<file path="config.mk">
export PLATFORM = sky130hd
export DESIGN_NAME = fpalu_queue
export DESIGN_NICKNAME = d
export VERILOG_FILES = /design/src/design/fpalu_pkg.sv /design/src/design/fpalu_queue.sv
export SDC_FILE = /design/constraint.sdc
export NUM_CORES = 1
export LEC_CHECK = 0
export BUFFER_PORTS_ARGS = -buffer_cell sky130_fd_sc_hd__buf_2
export CORE_MARGIN = 2
export CORE_UTILIZATION = 52
export CTS_CLUSTER_SIZE = 12
export DETAILED_ROUTE_END_ITERATION = 6
export PLACE_DENSITY = 0.79
export SLEW_MARGIN = 10
export SYNTH_ARGS = -nofsm -noshare
export SYNTH_HDL_FRONTEND = slang
export SYNTH_SLANG_ARGS = --single-unit
</file>
<file path="constraint.sdc">
create_clock -name clk -period 3.7 [get_ports clk]
set_input_delay 0.37 -clock clk [delete_from_list [all_inputs] [get_ports clk]]
set_output_delay 0.37 -clock clk [all_outputs]
set_load 0.02 [all_outputs]
</file>
<file path="src/design/fpalu_pkg.sv">
// Package for the fixed-point ALU: widths, operation and status codes,
// the classified request type and the saturation helper.
// No dependencies.
package fpalu_pkg;

  localparam int FRAC_BITS = 8;
  localparam int DATA_W    = 32;
  localparam int DIV_W     = DATA_W + FRAC_BITS;
  localparam int PROD_W    = 2 * DATA_W;
  localparam int LAST      = DIV_W + 1;

  localparam logic [3:0] OP_ADD      = 4'd0;
  localparam logic [3:0] OP_SUB      = 4'd1;
  localparam logic [3:0] OP_MUL      = 4'd2;
  localparam logic [3:0] OP_DIV      = 4'd3;
  localparam logic [3:0] OP_COMPARE  = 4'd4;
  localparam logic [3:0] OP_MIN      = 4'd5;
  localparam logic [3:0] OP_MAX      = 4'd6;
  localparam logic [3:0] OP_INC      = 4'd7;
  localparam logic [3:0] OP_DEC      = 4'd8;
  localparam logic [3:0] OP_TO_INT   = 4'd9;
  localparam logic [3:0] OP_FROM_INT = 4'd10;

  localparam logic [1:0] ST_OK       = 2'd0;
  localparam logic [1:0] ST_DIV_ZERO = 2'd1;
  localparam logic [1:0] ST_OVERFLOW = 2'd2;

  localparam logic [1:0] UNIT_SIMPLE = 2'd0;
  localparam logic [1:0] UNIT_MUL    = 2'd1;
  localparam logic [1:0] UNIT_DIV    = 2'd2;

  localparam logic [DATA_W-1:0] MAX_VAL = {1'b0, {(DATA_W-1){1'b1}}};
  localparam logic [DATA_W-1:0] MIN_VAL = {1'b1, {(DATA_W-1){1'b0}}};
  localparam logic [PROD_W-1:0] MAG_POS = PROD_W'(MAX_VAL);
  localparam logic [PROD_W-1:0] MAG_NEG = PROD_W'(MIN_VAL);
  localparam logic [PROD_W-1:0] MUL_HALF = (PROD_W'(1) << FRAC_BITS) >> 1;

  typedef struct packed {
    logic [1:0]        unit;
    logic [DATA_W-1:0] a;
    logic [DATA_W-1:0] b;
    logic [DATA_W-1:0] res;
    logic [1:0]        status;
    logic              less;
    logic              equal;
    logic              greater;
  } uop_t;

  typedef struct packed {
    logic [DATA_W-1:0] value;
    logic [1:0]        status;
  } sat_t;

  // Applies a sign to a magnitude and clamps to the signed 32-bit range.
  function automatic sat_t sat_mag(input logic [PROD_W-1:0] mag, input logic neg);
    sat_t s;
    s.status = ST_OK;
    if (neg) begin
      if (mag > MAG_NEG) begin
        s.value  = MIN_VAL;
        s.status = ST_OVERFLOW;
      end else begin
        s.value = ~mag[DATA_W-1:0] + DATA_W'(1);
      end
    end else begin
      if (mag > MAG_POS) begin
        s.value  = MAX_VAL;
        s.status = ST_OVERFLOW;
      end else begin
        s.value = mag[DATA_W-1:0];
      end
    end
    return s;
  endfunction

endpackage

</file>
<file path="src/design/fpalu_queue.sv">
// Two-entry queue of classified requests between the front and back ends.
// Depends on fpalu_pkg.
module fpalu_queue import fpalu_pkg::*; (
  input  logic clk,
  input  logic rst,
  input  logic push_valid,
  output logic push_ready,
  input  uop_t push_uop,
  output logic pop_valid,
  input  logic pop_ready,
  output uop_t pop_uop
);

  uop_t       mem [2];
  logic       wr_ptr;
  logic       rd_ptr;
  logic [1:0] count;
  logic       do_push;
  logic       do_pop;

  assign push_ready = count != 2'd2;
  assign pop_valid  = count != 2'd0;
  assign pop_uop    = mem[rd_ptr];
  assign do_push    = push_valid && push_ready;
  assign do_pop     = pop_valid && pop_ready;

  always_ff @(posedge clk) begin
    if (rst) begin
      wr_ptr <= 1'b0;
      rd_ptr <= 1'b0;
      count  <= 2'd0;
    end else begin
      if (do_push) begin
        wr_ptr <= !wr_ptr;
      end
      if (do_pop) begin
        rd_ptr <= !rd_ptr;
      end
      count <= count + 2'(do_push) - 2'(do_pop);
    end
  end

  always_ff @(posedge clk) begin
    if (do_push) begin
      mem[wr_ptr] <= push_uop;
    end
  end

endmodule

</file>
## Yosys cells after proc, flatten, opt, wreduce, memory -nomap -nowiden

Memory sizes are Yosys's and may differ from the RTL's. A register that Yosys moved wholly into a read port is not among the register bits.
Cells that the tools add are included.

- Flip-flop bits (word level): 4
- Bits in writable memories: 206
- Input port bits: 107
- Output and inout port bits: 105
- Word-level logic and storage cells: 16
- Memories kept: 1

- $add $sub $neg: 2
- Equality and inequality tests: 1
- Muxes and demuxes: 4
- Reductions and logical operators: 5

Memory list:

| memory | depth | bits a word | read ports | clocked after memory_dff | write ports | line | RTL |
|---|---|---|---|---|---|---|---|
| mem | 2 | 103 | 1 | 1 | 1 | fpalu_queue.sv:14 | `uop_t mem [2];` |

Operators by type and width:

| operator | count |
|---|---|
| 2-to-1 mux 1 bit | 4 |
| adder 2 x 1 -> 2 bit | 1 |
| logical AND 1 bit | 2 |
| zero test 1 bit | 2 |
| != test 2 bit, second input constant | 1 |
| nonzero test 2 bit | 1 |
| subtractor 2 x 1 -> 2 bit | 1 |

## Longest topological paths before layout

- Depth after elaboration: 4
- Depth in mapped cells: 6

## Worst setup path after synthesis

Ideal clock, no wire load.

- Kind: register to register
- From: register count[0]
- To: memory mem[1][0] in the netlist's numbering, enable pin
- Library setup time: 474 ps
- Data arrival time: 3152 ps
- Data required time: 3226 ps
- Setup slack: 74 ps
- Cell stages (with the launch flop): 3
- Buffers on the path: 0
- Clock period less this slack: 3626 ps
- Cell sequence: dfxtp_1 -> nand2b_1 -> and3_1

- Word-level cells in the longest chain between the ends: 4

Ends and longest elaborated chain:

| element | line | RTL |
|---|---|---|
| start: declaration | fpalu_queue.sv:17 | `logic [1:0] count;` |
| start signal: assignment | fpalu_queue.sv:39 | `count <= count + 2'(do_push) - 2'(do_pop);` |
| != test 2 bit | fpalu_queue.sv:21 | `assign push_ready = count != 2'd2;` |
| net push_ready | fpalu_queue.sv:7 | `output logic push_ready,` |
| logical AND 1 bit | fpalu_queue.sv:24 | `assign do_push = push_valid && push_ready;` |
| 2-to-1 mux 1 bit | fpalu_queue.sv:44 | `if (do_push) begin` |
| 2-to-1 mux 1 bit (implied by the code) | fpalu_queue.sv:45 | `mem[wr_ptr] <= push_uop;` |
| end: declaration | fpalu_queue.sv:14 |  |

The timed path passes the listed nets, and every way through them passes these cells.

==> impl_metrics.py <==
metrics = {
    "cts": {
        "number_of_buffers_added_by_the_clock_tree_synthesis_step": 22,
        "cts.sink_count": 211,
        "clkSlewWorstSetupHoldPaths_ns": 0.06,
        "ctsRootBufferMaster": "clkbuf_16",
        "cts-hold-fix-buffers": 0,
        "max-clock-path-buffers": 3,
        "cts_setup_buffers": 0,
        "cts_resized": 0,
        "ctsHtreeMaxLevel": 1,
        "cts_tree": "yes",
        "insertion_delay_ns": 0.48,
    },
    "floorplanning": {
        "num_io_pins": 212,
        "chip_height_um": 126,
        "count_of_standard_cell_rows": 44,
        "initial_utilization": 0.532,
        "core-area_mm2": 0.0145,
        "floorplan.die.width_um": 126,
        "floorplan.die_area_mm2": 0.0158,
    },
    "global_routing": {
        "grt_first_pass_wirelength_um": 21600,
        "overflow_left_after_global_routing": 0,
        "grt_max_degree": 58,
        "vias_in_the_first_global_route": 4310,
        "grt_util_all_layers": 0.171,
        "number_of_antenna_violations_at_the_first_check_in_global_routing": 2,
    },
    "synth": {
        "synthMostInstantiatedCell": "edfxtp_1",
        "seq_area_frac_synth": 0.816,
        "synth_ff_type": "edfxtp_1",
        "post_synth_and_or_nand_nor_area_fraction": 0.0112,
        "synth.mux.area_fraction": 0.151,
        "mean_post_synth_cell_area_um2": 22.1,
        "cell_taking_the_most_area_after_synthesis": "edfxtp_1",
        "synth_enable_flop_cells": 206,
        "syn_inst": 349,
        "synthesis.area_mm2": 0.00770,
        "synthDominantCellAreaShare": 0.803,
        "synth-compound-area-share": 0.00569,
        "ys_seq_elements": 211,
        "synth_adder_area_share": 0.00162,
        "net_count_synth": 457,
        "dominant_combinational_cell_family_by_area_after_synthesis": "multiplexers",
        "yosys.area_share.xor_xnor": 0.00114,
        "synth.lib_cells_used.distinct": 25,
        "synth.yosys.warnings": 0,
        "synthTopCellsByArea": "edfxtp_1, mux2_1, mux2_2",
        "async_set_or_reset_register_ratio_after_synthesis": 0,
        "ranking_of_synthesized_cells_by_instance_count": "edfxtp_1, mux2_1, mux2_2",
    },
    "timing": {
        "rsz_0062_raised_after_global_routing": "false",
        "hold_viol": 0,
        "maxSlewViolCount": 0,
        "final.period_utilization": 0.723,
        "timing.final.crit_period_ns": 2.67,
        "max_freq_mhz": 374,
        "tightest_slew_ns": 0.780,
        "worst_hold_slack_ns": 0.0734,
        "max-slew-margin-rel": 0.480,
        "final_skew_ns": 0.00506,
        "timing.final.setup_violations": 0,
        "finalSetupTns_ns": 0,
    },
    "layout": {
        "flow.area_growth_from_synthesis_pct": 24.2,
        "fillerInstances": 998,
        "drive_above_1_share": 0.486,
        "finalNonFillerCells": 772,
        "final_core_utilization": 0.661,
        "design.final.nets": 689,
        "post-route-cell-area_mm2": 0.00957,
    },
    "placement": {
        "dpl-instance-area_mm2": 0.00896,
        "buffer_ports.inserted": 211,
        "numPlacedInstances": 741,
        "finalWeightedCongestion": 0.755,
        "dp_hpwl_um": 9170,
    },
    "power_and_ir_drop": {
        "share_clk_of_total_power": 0.305,
        "p_leak_nw": 3.61,
        "cellInternalPower_w": 0.00451,
        "power.combinational.fraction": 0.207,
        "switchingPower_w": 0.00169,
        "share_seq_of_total_power": 0.488,
        "peakVddDrop_v": 0.000498,
        "power_switching_share": 0.272,
        "power_per_cell_area_mw_per_mm2": 648,
    },
    "worst_setup_path": {
        "timing.critical_path.fanout_max": 57,
        "startpoint_type": "flip-flop",
        "setup.worst_path.class": "reg2out",
        "crit_arrival_ns": 2.30,
        "worstPathRequired_ns": 3.33,
        "critical_path.endpoint_type": "output port",
    },
    "routing": {
        "final_antenna_net_count": 0,
        "number_of_vias_in_the_routed_layout": 3965,
        "first_iter_violations": 247,
        "wire_per_inst_um": 17.8,
        "routed_wirelength_um": 13700,
        "post_detailed_route_via_to_cell_ratio": 5.14,
        "dr.pass1.iters": 5,
        "detail_route.drc_violations": 0,
    },
    "run_status": {
        "outcome": "finished clean",
    },
    "hold_path": {
        "worst_hold_path_type": "in2reg",
    },
    "job": {
        "cap_violations": 0,
    },
}
## routing by layer
metal,track usage,share of wire,vias up
met5,0,0,-
met4,0.0516,0.018,0
met3,0.0476,0.084,22
met2,0.293,0.50,158
met1,0.215,0.40,1943
li1,-,-,1842
## layout make-up
type	instances	area [um^2]	share of cell area
antenna	1	2.50	0.000262
clock buffer	24	579	0.0605
clock inverter	6	27.5	0.00288
inverter	1	6.26	0.000654
multi-input combinational	126	1320	0.138
sequential	211	6290	0.657
tap	184	230	0.0241
timing repair buffer	219	1120	0.117
## kinds of logic (layout without fill, tap and decap cells)
| kind of cell | Yosys count | count (layout) |
|---|---|---|
| xor gates and xnor gates | 1 | 1 |
| other | 0 | 1 |
| buffers and inverters | 12 | 250 |
| AOI/OAI and AO/OA | 6 | 6 |
| and+or+nand+nor | 15 | 15 |
| DFF | 211 | 211 |
| adders and majority gates | 1 | 1 |
| muxes | 103 | 103 |
## critical path, cell delays in order (launching register included)
cell	delay (ns)
dfxtp_4	0.86
buf_4	0.40
mux2_1	0.37
buf_2	0.17
## power by group through the flow
stage / Sequential, W / Combinational (W) / Clock, W
finish: 0.00303 / 0.00129 / 0.00189
global route: 0.00306 / 0.00138 / 0.00202
CTS: 0.00303 / 0.00131 / 0.00194
detailed placement: 0.00308 / 0.00130 / 0
global placement: 0.00307 / 0.00127 / 0
floorplan: 0.00301 / 0.000952 / 0
## flip-flops by register name, indices dropped and copies added (netlist names), named ones only
signal  count
rd_ptr      1
mem       206
count       2
wr_ptr      1
## stage by stage
step / total power [W] / worst slack (ns)
global route: 0.00646 / 0.887
CTS: 0.00628 / 0.968
finish: 0.00620 / 1.03
global placement: 0.00434 / 1.53
floorplan: 0.00396 / 0.0737
detailed placement: 0.00438 / 1.49
## path summary, 6_finish.rpt
check,startpoint,endpoint,slack [ns],depth (start not counted)
max,flip-flop,pop_uop[93],1.03,3
min,push_uop[2],mem[1][2],0.07,1
max reg2reg,count[0],mem[0][58],1.53,4
min reg2reg,rd_ptr,flip-flop,0.51,2
## layout by cell type, fill, tap and decap left out, drive strengths merged
cell,n
inv,1
xor2,1
nand3b,1
nor4bb,1
or2,1
a21bo,1
o31a,1
a21oi,1
clkinv,6
diode,1
mux2,103
edfxtp,206
o21ai,2
and3,2
nor4,1
nand3,1
nand2b,1
nor2b,2
ha,1
dfxtp,5
nor3,1
clkbuf,24
nor2,4
o21ba,1
buf,219
No activity file was read; power rests on OpenSTA's default activity.
