--- config.mk ---
export PLATFORM = sky130hd
export DESIGN_NAME = fpalu_front_flat
export DESIGN_NICKNAME = d
export VERILOG_FILES = /design/src/design/fpalu_pkg.sv /design/src/design/fpalu_if.sv /design/src/design/fpalu_front.sv /design/src/flat_wrapper.sv
export SDC_FILE = /design/constraint.sdc
export NUM_CORES = 1
export LEC_CHECK = 0
export BUFFER_PORTS_ARGS = -buffer_cell sky130_fd_sc_hd__buf_2
export CAP_MARGIN = 20
export CORE_MARGIN = 2
export CORE_UTILIZATION = 35
export DETAILED_ROUTE_END_ITERATION = 8
export SLEW_MARGIN = 10
export SYNTH_ARGS = -nofsm -noshare
export SYNTH_HDL_FRONTEND = slang
export SYNTH_SLANG_ARGS = --single-unit
--- constraint.sdc ---
create_clock -name clk -period 6.8 [get_ports clk]
set_input_delay 0.68 -clock clk [delete_from_list [all_inputs] [get_ports clk]]
set_output_delay 0.68 -clock clk [all_outputs]
set_load 0.05 [all_outputs]
--- src/design/fpalu_pkg.sv ---
// Package for the fixed-point ALU: widths, operation and status codes,
// the classified request type and the saturation helper.
// No dependencies.
package fpalu_pkg;

  localparam int FRAC_BITS = 8;
  localparam int DATA_W    = 32;
  localparam int DIV_W     = DATA_W + FRAC_BITS;
  localparam int PROD_W    = 2 * DATA_W;
  localparam int LAST      = DIV_W + 1;

  localparam logic [3:0] OP_ADD      = 4'd0;
  localparam logic [3:0] OP_SUB      = 4'd1;
  localparam logic [3:0] OP_MUL      = 4'd2;
  localparam logic [3:0] OP_DIV      = 4'd3;
  localparam logic [3:0] OP_COMPARE  = 4'd4;
  localparam logic [3:0] OP_MIN      = 4'd5;
  localparam logic [3:0] OP_MAX      = 4'd6;
  localparam logic [3:0] OP_INC      = 4'd7;
  localparam logic [3:0] OP_DEC      = 4'd8;
  localparam logic [3:0] OP_TO_INT   = 4'd9;
  localparam logic [3:0] OP_FROM_INT = 4'd10;

  localparam logic [1:0] ST_OK       = 2'd0;
  localparam logic [1:0] ST_DIV_ZERO = 2'd1;
  localparam logic [1:0] ST_OVERFLOW = 2'd2;

  localparam logic [1:0] UNIT_SIMPLE = 2'd0;
  localparam logic [1:0] UNIT_MUL    = 2'd1;
  localparam logic [1:0] UNIT_DIV    = 2'd2;

  localparam logic [DATA_W-1:0] MAX_VAL = {1'b0, {(DATA_W-1){1'b1}}};
  localparam logic [DATA_W-1:0] MIN_VAL = {1'b1, {(DATA_W-1){1'b0}}};
  localparam logic [PROD_W-1:0] MAG_POS = PROD_W'(MAX_VAL);
  localparam logic [PROD_W-1:0] MAG_NEG = PROD_W'(MIN_VAL);
  localparam logic [PROD_W-1:0] MUL_HALF = (PROD_W'(1) << FRAC_BITS) >> 1;

  typedef struct packed {
    logic [1:0]        unit;
    logic [DATA_W-1:0] a;
    logic [DATA_W-1:0] b;
    logic [DATA_W-1:0] res;
    logic [1:0]        status;
    logic              less;
    logic              equal;
    logic              greater;
  } uop_t;

  typedef struct packed {
    logic [DATA_W-1:0] value;
    logic [1:0]        status;
  } sat_t;

  // Applies a sign to a magnitude and clamps to the signed 32-bit range.
  function automatic sat_t sat_mag(input logic [PROD_W-1:0] mag, input logic neg);
    sat_t s;
    s.status = ST_OK;
    if (neg) begin
      if (mag > MAG_NEG) begin
        s.value  = MIN_VAL;
        s.status = ST_OVERFLOW;
      end else begin
        s.value = ~mag[DATA_W-1:0] + DATA_W'(1);
      end
    end else begin
      if (mag > MAG_POS) begin
        s.value  = MAX_VAL;
        s.status = ST_OVERFLOW;
      end else begin
        s.value = mag[DATA_W-1:0];
      end
    end
    return s;
  endfunction

endpackage

--- src/design/fpalu_if.sv ---
// Request and response channel interfaces of the fixed-point ALU.
// Depends on fpalu_pkg.
interface fpalu_req_if import fpalu_pkg::*; ();
  logic              valid;
  logic              ready;
  logic [3:0]        req_type;
  logic [DATA_W-1:0] operand_a;
  logic [DATA_W-1:0] operand_b;
  modport source (output valid, req_type, operand_a, operand_b, input ready);
  modport sink (input valid, req_type, operand_a, operand_b, output ready);
endinterface


--- src/design/fpalu_front.sv ---
// Front end: accepts requests, computes flags and the simple operations,
// and tags multiply and divide for the back end. Depends on fpalu_pkg.
module fpalu_front import fpalu_pkg::*; (
  input  logic       clk,
  input  logic       rst,
  fpalu_req_if.sink  req,
  output logic       push_valid,
  input  logic       push_ready,
  output uop_t       push_uop
);

  logic                     valid;
  uop_t                     uop;
  uop_t                     uop_next;
  logic signed [DATA_W:0]   ax;
  logic signed [DATA_W:0]   yx;
  logic signed [DATA_W:0]   arith;
  logic signed [PROD_W-1:0] shifted;
  logic signed [DATA_W-1:0] sa;
  logic signed [DATA_W-1:0] sb;
  logic [DATA_W:0]          fi_top;

  assign req.ready  = !valid || push_ready;
  assign push_valid = valid;
  assign push_uop   = uop;

  always_comb begin
    sa = req.operand_a;
    sb = req.operand_b;
    ax = {sa[DATA_W-1], sa};
    yx = (req.req_type == OP_INC || req.req_type == OP_DEC) ? (DATA_W+1)'(1)
                                                            : {sb[DATA_W-1], sb};
    arith   = (req.req_type == OP_SUB || req.req_type == OP_DEC) ? ax - yx : ax + yx;
    shifted = PROD_W'(sa) <<< FRAC_BITS;
    fi_top  = shifted[PROD_W-1:DATA_W-1];

    uop_next.unit    = UNIT_SIMPLE;
    uop_next.a       = req.operand_a;
    uop_next.b       = req.operand_b;
    uop_next.res     = '0;
    uop_next.status  = ST_OK;
    uop_next.less    = sa < sb;
    uop_next.equal   = sa == sb;
    uop_next.greater = sa > sb;

    unique case (req.req_type)
      OP_ADD, OP_SUB, OP_INC, OP_DEC: begin
        if (arith[DATA_W] != arith[DATA_W-1]) begin
          uop_next.res    = arith[DATA_W] ? MIN_VAL : MAX_VAL;
          uop_next.status = ST_OVERFLOW;
        end else begin
          uop_next.res = arith[DATA_W-1:0];
        end
      end
      OP_MUL: uop_next.unit = UNIT_MUL;
      OP_DIV: begin
        if (sb == '0) begin
          uop_next.status = ST_DIV_ZERO;
        end else begin
          uop_next.unit = UNIT_DIV;
        end
      end
      OP_MIN: uop_next.res = (sa < sb) ? req.operand_a : req.operand_b;
      OP_MAX: uop_next.res = (sa > sb) ? req.operand_a : req.operand_b;
      OP_TO_INT: uop_next.res = DATA_W'(sa >>> FRAC_BITS);
      OP_FROM_INT: begin
        if (fi_top != '0 && fi_top != '1) begin
          uop_next.res    = sa[DATA_W-1] ? MIN_VAL : MAX_VAL;
          uop_next.status = ST_OVERFLOW;
        end else begin
          uop_next.res = shifted[DATA_W-1:0];
        end
      end
      default: uop_next.res = '0;
    endcase
  end

  always_ff @(posedge clk) begin
    if (rst) begin
      valid <= 1'b0;
    end else if (req.ready) begin
      valid <= req.valid;
    end
  end

  always_ff @(posedge clk) begin
    if (req.valid && req.ready) begin
      uop <= uop_next;
    end
  end

endmodule

--- src/flat_wrapper.sv ---
// flat-port wrapper written by rule: the top's interface ports become plain ports
module fpalu_front_flat import fpalu_pkg::*;
  (clk, rst, push_valid, push_ready, push_uop, req_valid, req_req_type, req_operand_a, req_operand_b, req_ready);
  fpalu_req_if req_i ();
  input  logic clk;
  input  logic rst;
  output logic push_valid;
  input  logic push_ready;
  output uop_t push_uop;
  input wire logic [$bits(req_i.valid)-1:0] req_valid;
  input wire logic [$bits(req_i.req_type)-1:0] req_req_type;
  input wire logic [$bits(req_i.operand_a)-1:0] req_operand_a;
  input wire logic [$bits(req_i.operand_b)-1:0] req_operand_b;
  output wire logic [$bits(req_i.ready)-1:0] req_ready;
  assign req_i.valid = req_valid;
  assign req_i.req_type = req_req_type;
  assign req_i.operand_a = req_operand_a;
  assign req_i.operand_b = req_operand_b;
  assign req_ready = req_i.ready;
  fpalu_front u_core (.clk(clk), .rst(rst), .req(req_i), .push_valid(push_valid), .push_ready(push_ready), .push_uop(push_uop));
endmodule
# Word-level counts from Yosys, hierarchy flattened
# Index checks and enable logic that the tools add are counted.
[word_totals]
ff_bits = 104
inputBits = 72
out_inout_bits = 105
wordCells = 50
[classes]
n_addsub = 2
order_cmp = 2
n_eq_ne = 12
mux = 15
n_reduce_logical = 10
[ops]
columns = ["op", "n"]
rows = [
  ["$mux 32", 6],
  ["$pmux 32 s5", 1],
  ["$mux 33", 2],
  ["$add 32x33->33", 1],
  ["$ne 33x33->1 const B", 1],
  ["$reduce_bool 33->1", 1],
  ["$sub 32x33->33", 1],
  ["$eq 32x32->1", 1],
  ["$gt 32x32->1", 1],
  ["$logic_not 32->1", 1],
  ["$lt 32x32->1", 1],
  ["$eq 4x3->1 const B", 3],
  ["$eq 4x4->1 const B", 3],
  ["$eq 4x2->1 const B", 2],
  ["$mux 2", 3],
  ["$pmux 2 s3", 1],
  ["$eq 4x1->1 const B", 1],
  ["$logic_not 4->1", 1],
  ["$pmux 2 s2", 1],
  ["$reduce_or 4->1", 1],
  ["$logic_or 1x1->1", 3],
  ["$logic_and 1x1->1", 2],
  ["$logic_not 1->1", 1],
  ["$mux 1", 1],
  ["$ne 1x1->1", 1],
]

# Logic depth before layout (Yosys ltp)
# Gate-level depths: netlist of the first run.
[logic_depth]
ltp_word = 8
ltp_mapped = 25
depth_no_buf = 21

# Worst setup path before layout of the first run
# OpenSTA, ideal clock, no wires.
[synth_timing]
path_type = "input to register"
startpoint = "in req_req_type[0]"
endpoint = "reg u_core.uop, in the netlist u_core.push_uop[26], data pin"
setup_ns = 0.273
t_arrival_ns = 5.164
required_time_ns = 6.527
path_slack_ns = 1.363
cell_stages = 21
n_path_buf = 5
cell_sequence = "and4b_1 buf_6 nor2_1 clkbuf_1 clkbuf_1 nand2_1 ha_1 clkbuf_1 o21ai_0 o211ai_1 ha_1 and2_1 a221o_1 o311a_1 o211ai_2 nand2_2 o311a_1 o21a_4 buf_6 a2111oi_4 o221ai_2"
[synth_rtl]
columns = ["item", "line_no", "text"]
rows = [
  ["from (decl)", "flat_wrapper.sv:11", "input wire logic [$bits(req_i.req_type)-1:0] req_req_type;"],
  ["to (signal assigned)", "fpalu_front.sv:88", "uop <= uop_next;"],
  ["to (decl)", "fpalu_front.sv:13", "uop_t uop;"],
]

==> impl_metrics.ini, run 1 <==
[outcome]
status = complete, no violations

[placement]
post_dp_cell_area_um2 = 9930
port_buffers = 176
routabilityCongestion = 0.983
hpwl_um = 23100

[worst_setup_path]
setup.worst_path.end_class = register
path_cells = buf_2, and4b_1, or2_1, nor2_1, ha_1, nand4_1, nor4_2, or2_2, o2111ai_1, o21ai_0, nor2_1, ha_1, a21o_1, a21o_1, a21oi_1, mux2_2, a311oi_1, o311a_1, o21a_4, nor3_1, o221ai_1
critPathMaxStageDelay_ns = 0.50
cp_slowest_cell = ha_1
worstPathRequired_ns = 6.97
crit_family = compound AO/OA/AOI/OAI gates
r2r_start = u_core.push_valid
r2r_slack_ns = 4.67
crit_start = req_req_type[3]
r2r-end = u_core.push_uop[33]
crit_type = in2reg
cp_max_fo = 32
critPathArrivalTime_ns = 6.22
ff2ff_path_depth = 3
crit_end = u_core.push_uop[29]
path_buf_inv = 1
crit_cells = 21
crit_path_start_kind = primary input

[cells_and_area]
drive_above_1_share_pct = 21.1
final_area_um2 = 10200
multiInputGateArea_um2 = 5250
syn_to_final_growth_pct = 16.9
final_util_pct = 41.9
regArea_um2 = 3110
fillers = 2465
nets = 1264
diodes = 0

[timing]
final_hold_viol_count = 0
drv_slew = 0
fin_crit_sh_pct = 88.8
setup_tns_ns = 0
finClkSkew_ns = 0.0110
period_minus_slack_ns = 6.04
rsz0062_at_grt = false
final-setup-viol-count = 0
slew_headroom_pct = 34.3
fmax_ghz = 0.166
worst_pin_slew_ns = 0.984

[global_route]
grt_first_pass_wirelength_um = 47200
grt_pass1_vias = 8013
overflow = 0
grt_most_used_layer = met2
grt_usage_pct = 23.4
grt_use_met2_pct = 36.7
grt_util_met1_pct = 32.9
antenna_found_initial = 0
use_met3_pct = 3.80
grt_max_degree = 65

[clocking]
cts_setup_buffers = 0
postCtsHoldBufs = 0
cts.repair.resized = 0
h-tree-depth = 3
clk_latency_ns = 0.37
clkTransAtPathRegs_ns = 0.08
cts_sinks = 104
clockBufferDepth = 2
clock-root-buffer = clkbuf_16
cts_tree = built
cts_made_buffers = 9

[power]
p_per_area_nw_per_um2 = 217
p_sw_share_pct = 40.9
internal_power_mw = 1.31
leakage_nw = 4.28
combPwrFrac_pct = 41.0
ir_drop_uv = 98.5
power_frac_clock_pct = 23.9
p_sw_mw = 0.909
seqPwrFrac_pct = 35.2

[synthesis]
ys_warn_count = 0
ys_ff_latch = 104
syn_area_per_cell_um2 = 8.95
syn_inst = 976
synth_edf_count = 103
synthesis.nets = 1114
async_flop_share_pct = 0
ys_seq_area_share_pct = 35.6
synth_area_um2 = 8730
yosys.cell_types.count = 80
ys.flop_type = edfxtp_1

[routing]
drc = 0
firstDrtPassIters = 5
vias = 8545
via_per_inst = 5.87
drt_iter0_drc = 921
totalWireLength_um = 31100
wire_per_inst_um = 21.3
ant_nets = 0

[die]
fp.dieArea_um2 = 26200
die_y_um = 162
core-area_um2 = 24400
ios = 177
chipWidth_um = 162
start_util_pct = 35.8
fp-row-count = 57

[job]
cap_violations = 0

[hold_path]
hp-class = in2reg
metal layers:
layer,up-vias,routed length [um]
met4,0,812
met1,4048,13800
met3,60,2620
li1,4012,-
met2,425,13800
met5,-,0
cells in the final DEF, fill, tap and decap left out, drive strengths merged, types with 24 or more instances in the layout:
cell type	netlist	routed
buf	19	189
nor2	112	112
edfxtp	103	103
nand2	95	95
o21ai	83	83
a21oi	72	72
ha	65	65
inv	47	50
mux2i	33	33
o221ai	30	30
a221oi	24	24
flip-flops by register name (all words and copies together) (netlist names):
register / count
u_core.push_valid: 1
u_core.push_uop: 103
power groups by stage:
stage | registers, mW | clock network (mW) | logic (mW)
2_1_floorplan | 0.972 | 0 | 0.484
3_5_place_dp | 0.795 | 0 | 0.898
6_report | 0.781 | 0.530 | 0.910
5_1_grt | 0.786 | 0.563 | 0.985
3_3_place_gp | 0.795 | 0 | 0.890
4_1_cts | 0.782 | 0.545 | 0.900
worst min path at each step:
stage	from	endpoint	slack, ns	depth (start not counted)
2_1_floorplan	rst	u_core.push_valid	0.75	1
3_3_place_gp	u_core.push_valid	u_core.push_valid	0.50	2
3_5_place_dp	u_core.push_valid	u_core.push_valid	0.52	2
4_1_cts	rst	u_core.push_valid	0.44	2
5_1_grt	rst	u_core.push_valid	0.45	2
6_report	rst	u_core.push_valid	0.45	2
cell usage after synthesis, types with 15 or more instances:
cell	count	share of area [%]
a21oi_1	72	4.1
xnor2_1	21	2.1
mux2i_1	32	3.7
clkbuf_1	31	1.3
edfxtp_1	103	35
o21ai_0	82	4.7
nor4_1	15	1.1
ha_1	65	9.3
nor2_1	110	4.7
nand2_1	94	4.0
nor3_1	18	1.0
nand3_1	16	0.92
a21o_1	16	1.4
inv_1	47	2.0
a221oi_1	23	2.3
nand4_1	15	1.1
o221ai_1	29	2.9
area by class of cell:
cell class / instances / share of cell area (%)
Timing Repair Buffer: 189 / 9.58
Clock buffer: 9 / 2.20
Inverter: 47 / 1.73
Tap cell: 324 / 3.97
Sequential cell: 104 / 30.5
Multi-Input combinational cell: 775 / 51.4
Clock inverter: 7 / 0.612
per-stage QoR:
stage	hold WS [ns]	instances	worst slack [ns]	total power, mW
after floorplan	0.749	976	1.36	1.46
after CTS	0.438	1455	0.962	2.23
final	0.448	1455	0.759	2.22
after global placement	0.502	1439	0.688	1.68
after detailed placement	0.517	1439	0.587	1.69
after global routing	0.449	1455	0.503	2.33
logic make-up (layout without fill, tap and decap cells):
family,Yosys count,count (layout),synth area share (%)
AO/OA/AOI/OAI,310,310,24.5
adder cells (fa/ha/maj),66,66,9.54
AND/OR/NAND/NOR,330,330,18.2
flip-flops,104,104,35.6
XOR/XNOR,34,34,3.41
multiplexers,35,35,4.08
buffers and inverters,97,252,4.68
Power figures use the tool's default switching activity.
==> run 2: changes to the inputs <==
Settings changed: RECOVER_POWER from default to 100.
==> run 2 against run 1 <==
- the flow now finishes with violations (capacitance limit, slew limit)
- critical path type unchanged
- global-route usage unchanged
- clock power about the same
- non-clock buffer count unchanged
==> impl_metrics.ini, run 2 (synthesized netlist as in run 1, its figures left out) <==
[clocking]
clkTransAtPathRegs_ns = 0.08
postCtsHoldBufs = 0
cts_sinks = 104
cts_tree = built
cts_setup_buffers = 0
clockBufferDepth = 2
cts.repair.resized = 0
clk_latency_ns = 0.37
h-tree-depth = 3
cts_made_buffers = 9
clock-root-buffer = clkbuf_16

[cells_and_area]
regArea_um2 = 3110
syn_to_final_growth_pct = 14.1
nets = 1264
drive_above_1_share_pct = 5.66
layout_common_cells = 170 x clkbuf_1, 108 x nor2_1, 103 x edfxtp_1
largest_register_ffs = 103
multiInputGateArea_um2 = 5230
fillers = 2523
diodes = 0
layout_commonest_cell = clkbuf_1

[die]
ios = 177
fp-row-count = 57
core-area_um2 = 24400
fp.dieArea_um2 = 26200
start_util_pct = 35.8
die_y_um = 162
chipWidth_um = 162

[hold_path]
worst_hold_startpoint = rst
hold_depth = 2
hold_path_end = u_core.push_valid
hp-class = in2reg

[worst_setup_path]
crit_path_start_kind = primary input
cp_max_fo = 32
worstPathRequired_ns = 6.98
r2r_slack_ns = 2.49
r2r-end = u_core.push_uop[65]
crit_type = in2reg
r2r_start = u_core.push_valid
critPathArrivalTime_ns = 6.37
setup.worst_path.end_class = register
crit_start = req_req_type[3]
ff2ff_path_depth = 3

[power]
power.total_mw = 2.21
p_per_area_nw_per_um2 = 222
power_frac_clock_pct = 24.1
combPwrFrac_pct = 40.4
seqPwrFrac_pct = 35.5
ir_drop_uv = 101
internal_power_mw = 1.30
leakage_nw = 3.79
p_sw_mw = 0.914
p_sw_share_pct = 41.4

[timing]
setup_tns_ns = 0
fin_crit_sh_pct = 91.1
period_minus_slack_ns = 6.19
fmax_ghz = 0.162
worst_pin_slew_ns = 2.75
final-setup-viol-count = 0
final_hold_viol_count = 0
slew_headroom_pct = -83.0
finClkSkew_ns = 0.0124
drv_slew = 169
rsz0062_at_grt = false

[routing]
drt_iter0_drc = 864
via_per_inst = 5.87
ant_nets = 0
wire_per_inst_um = 21.4
firstDrtPassIters = 6
totalWireLength_um = 31200
vias = 8543
drc = 0

[job]
cap_violations = 3

[global_route]
antenna_found_initial = 0
overflow = 0
grt_usage_pct = 23.4
grt_pass1_vias = 8013
grt_first_pass_wirelength_um = 47200
grt_max_degree = 65

[placement]
hpwl_um = 23100
port_buffers = 176
routabilityCongestion = 0.983

[outcome]
violations = capacitance limit, slew limit
status = finished with violations
-- run 2: layout make-up --
type | instances | area share (%)
inverter | 47 | 1.77
clock inverter | 7 | 0.628
tap | 324 | 4.07
clock buffer | 9 | 2.26
timing repair buffer | 189 | 7.63
sequential | 104 | 31.2
multi-input combinational | 775 | 52.4
-- run 2: worst max-delay path: stages --
cell and delay [ns]:
buf_2 0.23, and4b_1 0.35, or2_0 0.29, nor2_1 0.14, ha_1 0.51, nand4_1 0.24, nor4_1 0.57, or2_2 0.27
o2111ai_1 0.12, o21ai_0 0.12, nor2_1 0.08, ha_1 0.36, a21o_1 0.18, a21o_1 0.17, a21oi_1 0.25, mux2_2 0.38
a311oi_1 0.27, o311a_1 0.33, o21a_4 0.48, nor3_1 0.13, o221ai_1 0.21
-- run 2: how the worst max path moves through the flow --
stage,depth (start not counted),end
after floorplan,21,u_core.push_uop[26]
after global placement,21,u_core.push_uop[29]
after detailed placement,21,u_core.push_uop[29]
after CTS,21,u_core.push_uop[29]
after global routing,21,u_core.push_uop[14]
final,21,u_core.push_uop[29]
-- run 2: power by group through the flow --
| stage | clock network [mW] | registers [mW] | logic [mW] |
|---|---|---|---|
| 2_1_floorplan | 0 | 0.972 | 0.484 |
| 3_3_place_gp | 0 | 0.795 | 0.890 |
| 3_5_place_dp | 0 | 0.795 | 0.898 |
| 4_1_cts | 0.545 | 0.782 | 0.900 |
| 5_1_grt | 0.563 | 0.790 | 0.966 |
| 6_report | 0.532 | 0.784 | 0.892 |
-- run 2: layer usage --
metal / GRT usage, % / part of all wire, % / vias to the layer above
met5: 0 / 0 / -
met4: 7.96 / 2.5 / 0
met1: 32.9 / 44 / 4013
met2: 36.7 / 44 / 447
met3: 3.80 / 8.8 / 64
li1: - / - / 4019
-- run 2: through the flow --
stage	utilization, %	worst slack, ns	hold slack [ns]	instances	cell area [um^2]
floorplan	-	1.36	0.749	976	8730
global placement	40.7	0.688	0.502	1439	9930
detailed placement	40.7	0.587	0.517	1439	9930
CTS	41.9	0.962	0.438	1455	10200
global route	40.9	0.325	0.449	1455	9970
finish	40.9	0.609	0.442	1455	9970
==> run 3: changes to the inputs <==
Settings changed: CORE_UTILIZATION 35 to 46, PLACE_DENSITY from default to 0.69.
==> run 3 against run 2 <==
- clock-buffer cell count rose by 1
- core utilization up 12 points
- global-route usage increased by 6.4 points
- clock power is essentially flat
- worst hold slack better by 0.014 ns
- final cell count decreased by 6.3%
- sequential share of layout area increased by 0.34 points
- first-iteration DRC count is 38% higher
- critical path type unchanged
- clock skew fell by 0.0069 ns
- the run still ends with capacitance limit, slew limit left
- wire length fell by 2.4%
==> impl_metrics.ini, run 3 (synthesized netlist as in run 1, its figures left out) <==
[outcome]
status = finished with violations
violations = capacitance limit, slew limit

[cells_and_area]
nets = 1263
drive_above_1_share_pct = 5.49
layout_common_cells = 171 x clkbuf_1, 108 x nor2_1, 103 x edfxtp_1
layout_commonest_cell = clkbuf_1
syn_to_final_growth_pct = 12.9
final_util_pct = 52.9
final_area_um2 = 9860
diodes = 0
largest_register_ffs = 103
fin_cells = 1364

[global_route]
grt_max_degree = 68
grt_pass1_vias = 7961
grt_first_pass_wirelength_um = 45800
overflow = 0
antenna_found_initial = 0
grt_usage_pct = 29.8

[worst_setup_path]
r2r-end = u_core.push_uop[34]
worstPathRequired_ns = 6.98
crit_type = in2reg
crit_start = req_req_type[3]
ff2ff_path_depth = 3
cp_max_fo = 32
critPathArrivalTime_ns = 6.20
r2r_start = u_core.push_valid
r2r_slack_ns = 2.68
crit_path_start_kind = primary input
setup.worst_path.end_class = register

[die]
start_util_pct = 46.9
chipWidth_um = 142
ios = 177
die_y_um = 142
fp.dieArea_um2 = 20100
core-area_um2 = 18600
fp-row-count = 50

[hold_path]
worst_hold_startpoint = rst
hp-class = in2reg
hold_depth = 2
hold_path_end = u_core.push_valid

[power]
p_sw_share_pct = 41.2
combPwrFrac_pct = 40.6
ir_drop_uv = 119
p_per_area_nw_per_um2 = 224
p_sw_mw = 0.911
seqPwrFrac_pct = 35.5
internal_power_mw = 1.30
power_frac_clock_pct = 24.0
leakage_nw = 3.79

[placement]
hpwl_um = 21800
dp_cells = 1348
post_dp_cell_area_um2 = 9820
port_buffers = 176
routabilityCongestion = 1.02

[clocking]
cts_tree = built
clockBufferDepth = 2
cts_setup_buffers = 0
cts_sinks = 104
clkTransAtPathRegs_ns = 0.08
cts.repair.resized = 0
clock-root-buffer = clkbuf_16
clk_latency_ns = 0.37
cts_made_buffers = 9
h-tree-depth = 3
postCtsHoldBufs = 0

[timing]
slew_headroom_pct = -70.0
period_minus_slack_ns = 6.02
fmax_ghz = 0.166
fin_crit_sh_pct = 88.6
final-setup-viol-count = 0
final_hold_viol_count = 0
finClkSkew_ns = 0.00546
drv_slew = 193
rsz0062_at_grt = false
setup_tns_ns = 0
worst_pin_slew_ns = 2.55

[routing]
ant_nets = 0
vias = 8722
drc = 0
firstDrtPassIters = 6
via_per_inst = 6.39
totalWireLength_um = 30400
wire_per_inst_um = 22.3
drt_iter0_drc = 1192

[job]
cap_violations = 4
## run 3: critical path, cell delays in order
cell       delay, ns
buf_2           0.24
and4b_1         0.35
or2_0           0.32
nor2_1          0.16
ha_1            0.48
nand4_1         0.15
nor4_1          0.56
or2_2           0.26
o2111ai_1       0.10
o21ai_0         0.10
nor2_1          0.07
ha_1            0.35
a21o_1          0.18
a21o_1          0.16
a21oi_1         0.24
mux2_2          0.37
a311oi_1        0.25
o311a_1         0.32
o21a_4          0.51
nor2_1          0.10
o221ai_1        0.23
## run 3: per-layer routing
layer  wire [um]  GRT usage (%)  vias to the layer above
met2       13600           46.8                      512
li1            -              -                     4030
met4         740           9.11                        0
met1       13200           42.6                     4123
met5           0              0                        -
met3        2960           4.69                       57
## run 3: worst max path at each step
stage / depth (start not counted) / slack (ns) / to
global route: 21 / 0.34 / u_core.push_uop[15]
floorplan: 21 / 1.36 / u_core.push_uop[26]
detailed placement: 21 / 0.71 / u_core.push_uop[15]
finish: 21 / 0.78 / u_core.push_uop[15]
CTS: 21 / 1.07 / u_core.push_uop[15]
global placement: 21 / 0.86 / u_core.push_uop[29]
## run 3: power groups by stage
| stage | Sequential, mW | Clock [mW] | Combinational [mW] |
|---|---|---|---|
| 2_1_floorplan | 0.972 | 0 | 0.484 |
| 3_3_place_gp | 0.796 | 0 | 0.884 |
| 3_5_place_dp | 0.795 | 0 | 0.896 |
| 4_1_cts | 0.781 | 0.532 | 0.899 |
| 5_1_grt | 0.789 | 0.555 | 0.965 |
| 6_report | 0.784 | 0.530 | 0.897 |
## run 3: layout make-up
type / instances / area, um^2
inverters: 47 / 176
clock inverters: 6 / 62.6
multi-input cells: 775 / 5220
well taps: 234 / 293
repair buffers: 188 / 766
flip-flops and latches: 104 / 3110
fillers: 1814 / 8780
clock buffers: 10 / 229
## run 3: metrics by stage
stage | setup WS [ns] | hold WS (ns) | power, mW
final | 0.777 | 0.456 | 2.21
after global routing | 0.336 | 0.472 | 2.31
after CTS | 1.07 | 0.456 | 2.21
after detailed placement | 0.706 | 0.520 | 1.69
after global placement | 0.855 | 0.504 | 1.68
after floorplan | 1.36 | 0.749 | 1.46
